$ cat src/mdrm_pkg.sv
// ----------------------------------------------------------------------------
// Misfire and detection-rate monitor package
// Shared widths, register indexes, field offsets and types.
// ----------------------------------------------------------------------------
`default_nettype none

package mdrm_pkg;

  localparam int WINDOW   = 64;
  localparam int MIN_FILL = 10;
  localparam int CNT_W    = $clog2(WINDOW + 1);

  localparam int ACCEL_W   = 16;
  localparam int SQ_W      = 31;
  localparam int MAG_W     = 32;
  localparam int MTHR_W    = 16;
  localparam int STHR_W    = 17;
  localparam int IDX_W     = 3;
  localparam int FCNT_W    = 7;
  localparam int RATE_SH   = 16;
  localparam int PROD_W    = STHR_W + CNT_W;

  localparam int CFG_IDX_W = 2;
  localparam logic [CFG_IDX_W-1:0] REG_MISFIRE_THR = 2'd0;
  localparam logic [CFG_IDX_W-1:0] REG_SENS_THR    = 2'd1;

  localparam logic [MTHR_W-1:0] MTHR_RESET = 16'd256;
  localparam logic [STHR_W-1:0] STHR_RESET = 17'd32768;

  // Input tdata layout.
  localparam int IN_IDX_LO = 0;
  localparam int IN_X_LO   = IN_IDX_LO + IDX_W;
  localparam int IN_Y_LO   = IN_X_LO + ACCEL_W;
  localparam int IN_Z_LO   = IN_Y_LO + ACCEL_W;
  localparam int IN_USED_W = IN_Z_LO + ACCEL_W;
  localparam int IN_DATA_W = ((IN_USED_W + 7) / 8) * 8;

  // Output tdata layout.
  localparam int OUT_MIS_BIT  = 0;
  localparam int OUT_SENS_BIT = 1;
  localparam int OUT_IDX_LO   = 2;
  localparam int OUT_DET_LO   = OUT_IDX_LO + IDX_W;
  localparam int OUT_FILL_LO  = OUT_DET_LO + FCNT_W;
  localparam int OUT_USED_W   = OUT_FILL_LO + FCNT_W;
  localparam int OUT_DATA_W   = ((OUT_USED_W + 7) / 8) * 8;

  typedef struct packed {
    logic oldest;
    logic full;
  } win_status_t;

endpackage

`default_nettype wire

$ cat src/misfire_and_detection_rate_monitor_top.sv
// ----------------------------------------------------------------------------
// Misfire and detection-rate monitor
// Throughput: one request per cycle while m_axis_tready does not stall the
// output; the squares, the threshold compare with window update, and the rate
// compare each take one pipeline stage.
// Reset: synchronous; clears pipeline valids, counters and cell occupancy and
// loads the register reset values. No clearing pass is needed.
// ----------------------------------------------------------------------------
`default_nettype none

module misfire_and_detection_rate_monitor_top (
  input  wire                                 clk,
  input  wire                                 rst,
  input  wire                                 s_axis_tvalid,
  output logic                                s_axis_tready,
  // trigger_index, accel_x, accel_y, accel_z, zero padding.
  input  wire  [mdrm_pkg::IN_DATA_W-1:0]      s_axis_tdata,
  // triggered.
  input  wire                                 s_axis_tuser,
  output logic                                m_axis_tvalid,
  input  wire                                 m_axis_tready,
  // misfire_alert, sensitivity_alert, alert_index, detections_in_window,
  // window_fill, zero padding.
  output logic [mdrm_pkg::OUT_DATA_W-1:0]     m_axis_tdata,
  input  wire                                 cfg_valid,
  output logic                                cfg_ready,
  input  wire  [mdrm_pkg::CFG_IDX_W-1:0]      cfg_index,
  input  wire  [mdrm_pkg::STHR_W-1:0]         cfg_data
);

  import mdrm_pkg::*;

  logic [MTHR_W-1:0] misfire_thr;
  logic [STHR_W-1:0] sens_thr;
  logic [MAG_W-1:0]  thr2;

  logic              v1, v2, v3;
  logic              adv1, adv2, adv3;

  logic              trig1;
  logic [IDX_W-1:0]  idx1;
  logic [SQ_W-1:0]   sq_x, sq_y, sq_z;

  logic              mis2;
  logic [IDX_W-1:0]  idx2;
  logic [CNT_W-1:0]  ones_count, ones_count_next;
  logic [CNT_W-1:0]  fill_count, fill_count_next;

  logic              mis3, sens3;
  logic [IDX_W-1:0]  idx3;
  logic [FCNT_W-1:0] det3, fill3;

  logic signed [ACCEL_W-1:0]   ax, ay, az;
  logic signed [2*ACCEL_W-1:0] px, py, pz;
  logic [MAG_W-1:0]  mag2;
  logic              below, det, drop;
  logic              fill_ok, rate_low;
  logic [PROD_W-1:0] lhs, rhs;
  win_status_t       win_status;

  assign cfg_ready = 1'b1;

  always_ff @(posedge clk) begin
    if (rst) begin
      misfire_thr <= MTHR_RESET;
      sens_thr    <= STHR_RESET;
    end else if (cfg_valid && cfg_ready) begin
      case (cfg_index)
        REG_MISFIRE_THR: misfire_thr <= cfg_data[MTHR_W-1:0];
        REG_SENS_THR:    sens_thr    <= cfg_data;
        default: ;
      endcase
    end
  end

  always_ff @(posedge clk) begin
    thr2 <= MAG_W'(misfire_thr) * MAG_W'(misfire_thr);
  end

  assign adv3 = !v3 || m_axis_tready;
  assign adv2 = !v2 || adv3;
  assign adv1 = !v1 || adv2;
  assign s_axis_tready = adv1;

  always_ff @(posedge clk) begin
    if (rst) begin
      v1 <= 1'b0;
      v2 <= 1'b0;
      v3 <= 1'b0;
    end else begin
      if (adv1) v1 <= s_axis_tvalid;
      if (adv2) v2 <= v1;
      if (adv3) v3 <= v2;
    end
  end

  assign ax = s_axis_tdata[IN_X_LO +: ACCEL_W];
  assign ay = s_axis_tdata[IN_Y_LO +: ACCEL_W];
  assign az = s_axis_tdata[IN_Z_LO +: ACCEL_W];
  assign px = ax * ax;
  assign py = ay * ay;
  assign pz = az * az;

  always_ff @(posedge clk) begin
    if (adv1) begin
      trig1 <= s_axis_tuser;
      idx1  <= s_axis_tdata[IN_IDX_LO +: IDX_W];
      sq_x  <= px[SQ_W-1:0];
      sq_y  <= py[SQ_W-1:0];
      sq_z  <= pz[SQ_W-1:0];
    end
  end

  assign mag2  = MAG_W'(sq_x) + MAG_W'(sq_y) + MAG_W'(sq_z);
  assign below = mag2 < thr2;
  assign det   = trig1 && !below;
  assign drop  = win_status.full && win_status.oldest;

  assign ones_count_next = ones_count - CNT_W'(drop) + CNT_W'(det);
  assign fill_count_next = win_status.full ? fill_count : CNT_W'(fill_count + 1'b1);

  mdrm_window u_window (
    .clk      (clk),
    .rst      (rst),
    .push     (adv2 && v1),
    .push_det (det),
    .status   (win_status)
  );

  always_ff @(posedge clk) begin
    if (rst) begin
      ones_count <= '0;
      fill_count <= '0;
    end else if (adv2 && v1) begin
      ones_count <= ones_count_next;
      fill_count <= fill_count_next;
    end
  end

  always_ff @(posedge clk) begin
    if (adv2) begin
      mis2 <= trig1 && below;
      idx2 <= (trig1 && below) ? idx1 : '0;
    end
  end

  assign fill_ok  = fill_count >= CNT_W'(MIN_FILL);
  assign lhs      = PROD_W'(ones_count) << RATE_SH;
  assign rhs      = PROD_W'(sens_thr) * PROD_W'(fill_count);
  assign rate_low = lhs < rhs;

  always_ff @(posedge clk) begin
    if (adv3) begin
      mis3  <= mis2;
      sens3 <= fill_ok && rate_low;
      idx3  <= idx2;
      det3  <= FCNT_W'(ones_count);
      fill3 <= FCNT_W'(fill_count);
    end
  end

  assign m_axis_tvalid = v3;

  always_comb begin
    m_axis_tdata                          = '0;
    m_axis_tdata[OUT_MIS_BIT]             = mis3;
    m_axis_tdata[OUT_SENS_BIT]            = sens3;
    m_axis_tdata[OUT_IDX_LO +: IDX_W]     = idx3;
    m_axis_tdata[OUT_DET_LO +: FCNT_W]    = det3;
    m_axis_tdata[OUT_FILL_LO +: FCNT_W]   = fill3;
  end

endmodule

`default_nettype wire

$ cat src/mdrm_cell.sv
// ----------------------------------------------------------------------------
// Window cell
// Holds one detection bit and its occupancy flag, shifting to its neighbor.
// ----------------------------------------------------------------------------
`default_nettype none

module mdrm_cell (
  input  wire  clk,
  input  wire  rst,
  input  wire  shift,
  input  wire  det_in,
  input  wire  used_in,
  output logic det_q,
  output logic used_q
);

  always_ff @(posedge clk) begin
    if (shift) begin
      det_q <= det_in;
    end
  end

  always_ff @(posedge clk) begin
    if (rst) begin
      used_q <= 1'b0;
    end else if (shift) begin
      used_q <= used_in;
    end
  end

endmodule

`default_nettype wire

$ cat src/mdrm_window.sv
// ----------------------------------------------------------------------------
// Detection window
// A chain of cells; each request shifts a new bit in and the oldest one out.
// ----------------------------------------------------------------------------
`default_nettype none

module mdrm_window (
  input  wire                  clk,
  input  wire                  rst,
  input  wire                  push,
  input  wire                  push_det,
  output mdrm_pkg::win_status_t status
);

  import mdrm_pkg::*;

  logic det_chain  [WINDOW];
  logic used_chain [WINDOW];

  genvar i;
  generate
    for (i = 0; i < WINDOW; i++) begin : g_cell
      if (i == 0) begin : g_head
        mdrm_cell u_cell (
          .clk     (clk),
          .rst     (rst),
          .shift   (push),
          .det_in  (push_det),
          .used_in (1'b1),
          .det_q   (det_chain[i]),
          .used_q  (used_chain[i])
        );
      end else begin : g_body
        mdrm_cell u_cell (
          .clk     (clk),
          .rst     (rst),
          .shift   (push),
          .det_in  (det_chain[i-1]),
          .used_in (used_chain[i-1]),
          .det_q   (det_chain[i]),
          .used_q  (used_chain[i])
        );
      end
    end
  endgenerate

  assign status.oldest = det_chain[WINDOW-1];
  assign status.full   = used_chain[WINDOW-1];

endmodule

`default_nettype wire

$ cat config.mk
export PLATFORM = sky130hd
export DESIGN_NAME = misfire_and_detection_rate_monitor_top
export DESIGN_NICKNAME = d
export VERILOG_FILES = /design/src/mdrm_pkg.sv /design/src/misfire_and_detection_rate_monitor_top.sv /design/src/mdrm_cell.sv /design/src/mdrm_window.sv
export SDC_FILE = /design/constraint.sdc
export NUM_CORES = 2
export LEC_CHECK = 0
export BUFFER_PORTS_ARGS = -buffer_cell sky130_fd_sc_hd__buf_2
export CORE_MARGIN = 8
export CORE_UTILIZATION = 55
export DETAILED_ROUTE_END_ITERATION = 7
export HOLD_SLACK_MARGIN = 0.12
export MAX_ROUTING_LAYER = met4
export PLACE_DENSITY_LB_ADDON = 0.15
export SLEW_MARGIN = 30
export SYNTH_ARGS = -nofsm -noshare
export SYNTH_HDL_FRONTEND = slang
export SYNTH_SLANG_ARGS = --single-unit
$ cat constraint.sdc
create_clock -name clk -period 17.1 [get_ports clk]
set_input_delay 4.275 -clock clk [delete_from_list [all_inputs] [get_ports clk]]
set_output_delay 4.275 -clock clk [all_outputs]
set_load 0.02 [all_outputs]
==> reports/qor.csv <==
stage;metric;value;unit
grt;initial antenna violation count;2;
sta;TNS Setup;0;ps
grt;global-route wire length before repair;174.6;mm
critical_path;worst-path fanout max;15;
clock_tree;setup bufs post-CTS;0;
critical_path;Setup Crit Path Kind;in -> reg;
layout;area delta synth->final;5.688;%
placement;GPL Wtd Cong;0.8597;
critical_path;Buffers & Inverters on Critical Path;6;
floorplanning;number of placement rows;110;
sta;worst setup margin;6686;ps
grt;total track usage;21.30;%
critical_path;crit path DAT;10750;ps
logic_synthesis;Syn Area/Cell;9.617;sq um
grt;largest net degree at the start of global routing;98;
logic_synthesis;largest family of logic cells by synthesized area;adder cells;
floorplanning;Core ar.;90150;sq um
drt;via-per-instance ratio;5.130;
clock_tree;Root Buffer;clkbuf_16;
drt;total number of vias;32970;
clock_tree;clock latency on the worst-skew pair;570;ps
logic_synthesis;register area share after synthesis;16.65;%
logic_synthesis;post-synth top area cell;fa_1;
sta;clk_skew;29.06;ps
clock_tree;Reg clk slew, reported paths;60;ps
drt;wirelength, routed;100.8;mm
sta;Fmax achieved;96.02;MHz
sta;fin crit period;10410;ps
logic_synthesis;synth unique cells;78;
logic_synthesis;Area contributors post-synth;fa_1, ha_1, edfxtp_1;
critical_path;critical path's top delay family;adder cells;
layout;nets;6720;
floorplanning;# IOs;108;
drt;drt initial violations;1467;
min_path;Hold Path Sink;u_window.g_cell[1].g_body.u_cell.det_q;
logic_synthesis;synthesized cell area;50070;sq um
clock_tree;hold buffer count at CTS;0;
critical_path;RR Endpoint;sens3;
floorplanning;die width;317.7;microns
clock_tree;CTS tree;yes;
logic_synthesis;Post-synth EDFFs;181;
min_path;HP Start;u_window.g_cell[0].g_head.u_cell.det_q;
clock_tree;Max Buffers Root-to-Sink;3;
logic_synthesis;Adder-Cell Fraction of Synth Area;50.07;%
drt;router iterations before antenna repair;5;
grt;grt ovf;0;
floorplanning;initial core utilization;55.54;%
layout;Final Cell Area;52910;sq um
placement;placed cell areas;51570;sq um
outcome;status;completed;
sta;Tcrit/Tclk final;60.90;%
floorplanning;DIE HEIGHT;317.7;microns
floorplanning;full die area;100900;sq um
sta;Final Setup Violations;0;
drt;# DRC;0;
logic_synthesis;Mapped Cells;5206;
critical_path;crit end category;flip-flop;
grt;vias in the first global route;35600;
critical_path;crit-path most repeated cell;fa_1;
drt;WL per Instance;15.68;microns
sta;pins over their slew limit;0;
logic_synthesis;fraction of registers with async set/reset;0;%
critical_path;CP max stage delay;550;ps
clock_tree;post-cts resize count;0;
critical_path;Startpoint Class;input port;
clock_tree;cts bufs inserted;40;
sta;Least-Margin Pin Slew;880.5;ps
placement;hpwl dp;82.43;mm
min_path;hold path depth;0;
logic_synthesis;Yosys top cell area share;38.75;%
clock_tree;H-tree levels;2;
clock_tree;clk sink count;326;
drt;DRT antenna net count;0;
critical_path;Critical-path top delay cell;fa_1;
critical_path;crit path cell chain;buf_2 > inv_1 > nor2_1 > fa_1 > inv_1 > fa_1 > fa_1 > fa_1 > inv_1 > fa_1 > inv_1 > fa_1 > inv_1 > ha_1 > a21oi_1 > o21ai_0 > nand3_1 > o211ai_2 > a2111oi_2 > o21ai_1 > o41ai_4 > mux2i_1 > a2111oi_2;
logic_synthesis;simple-gate share of the synthesized area;11.70;%
logic_synthesis;Synth Register Bits;326;
critical_path;CP Data Required Time;17430;ps
sta;RSZ-0062 raised after global routing;false;
placement;Port-buffer cells;96;
layout;Filler Cells Inserted;7898;
layout;share of layout cells above drive strength 1;3.963;%
run;max_cap viols;0;
logic_synthesis;ys flop type;edfxtp_1;
logic_synthesis;Compound-Gate Fraction of Synth Area;6.770;%
logic_synthesis;post-synthesis mux area share;0.1699;%
logic_synthesis;XOR/XNOR Fraction of Synth Area;3.429;%
sta;Worst slew margin;41.22;%
critical_path;R2R cell count;25;
min_path;Hold Path Class;reg -> reg;
critical_path;worst r2r src;fill_count[5];
logic_synthesis;Synth Warn #;0;
sta;final hold viol count;0;
critical_path;register-to-register setup slack;9380;ps
placement;pre-CTS setup slack;6136;ps
[synth_stat cells, types with 68 or more instances]
library cell and number:
inv_1 1339, a21o_1 68, nand2_1 533, clkbuf_1 132
edfxtp_1 181, and2_1 290, fa_1 969, ha_1 453
dfxtp_1 145, xnor2_1 145, a21oi_1 245, nor2_1 186
[routing by layer]
| metal | share of wire [%] | GRT usage (%) | up-vias |
|---|---|---|---|
| met3 | 2.9 | 2.159 | 156 |
| met4 | 2.7 | 5.552 | 0 |
| li1 | - | - | 15800 |
| met2 | 50 | 35.86 | 489 |
| met1 | 45 | 27.76 | 16520 |
| met5 | 0 | - | - |
[per-stage QoR]
stage	instances	hold WS [ps]	util, %
floorplan	5213	356.9	-
global placement	6351	402.5	57.21
detailed placement	6351	404.5	57.21
CTS	6425	402.0	58.68
global route	6426	412.0	58.69
finish	6427	404.5	58.70
[worst max-delay path by stage]
stage                                 from       endpoint  slack, ps  depth (start not counted)
final                     s_axis_tdata[22]       sq_y[30]       6690                         23
after global routing      s_axis_tdata[22]       sq_y[30]       6310                         23
after CTS                 s_axis_tdata[22]       sq_y[30]       6680                         23
after detailed placement  s_axis_tdata[22]       sq_y[30]       6140                         23
after global placement    s_axis_tdata[27]       sq_y[30]       6190                         23
after floorplan              m_axis_tready  s_axis_tready       6210                          3
[layout by cell type, fill, tap and decap left out, types with 40 or more instances in the layout]
cell type / n
inv_1: 1339
fa_1: 969
nand2_1: 531
ha_1: 453
and2_1: 290
a21oi_1: 245
nor2_1: 186
edfxtp_1: 181
xnor2_1: 145
dfxtp_1: 145
buf_2: 95
a21o_1: 68
o21ai_0: 63
xor2_1: 51
clkbuf_16: 40
[state kept, by name, summed over array words and instances, names as in the netlist, 3 cells and up]
name	flops
det3	7
fill3	7
fill_count	7
idx1	3
idx2	3
idx3	3
misfire_thr	16
ones_count	7
sens_thr	17
sq_x	30
sq_y	30
sq_z	30
thr2	31
u_window.g_cell.g_body.u_cell.det_q	63
u_window.g_cell.g_body.u_cell.used_q	63
[layout make-up]
| type | count | area, sq um | area share [%] |
|---|---|---|---|
| inverter | 1340 | 5032 | 9.510 |
| clock buffer | 49 | 1055 | 1.993 |
| sequential | 326 | 8338 | 15.76 |
| tap | 1176 | 1471 | 2.781 |
| multi-input combinational | 3402 | 36170 | 68.36 |
| clock inverter | 25 | 271.5 | 0.5131 |
| timing repair buffer | 107 | 569.3 | 1.076 |
| antenna | 2 | 5.005 | 0.009458 |
[cells by family after synthesis]
logic type / Yosys count
flops: 326
mux: 8
compound gates: 537
xor+xnor: 196
other cells: 2
simple gates: 1230
fa+ha+maj: 1422
buf+inv: 1485
Power is left out: the tool's default activity adds up to more than one toggle a clock period on the data nets, which glitch-free logic cannot reach.
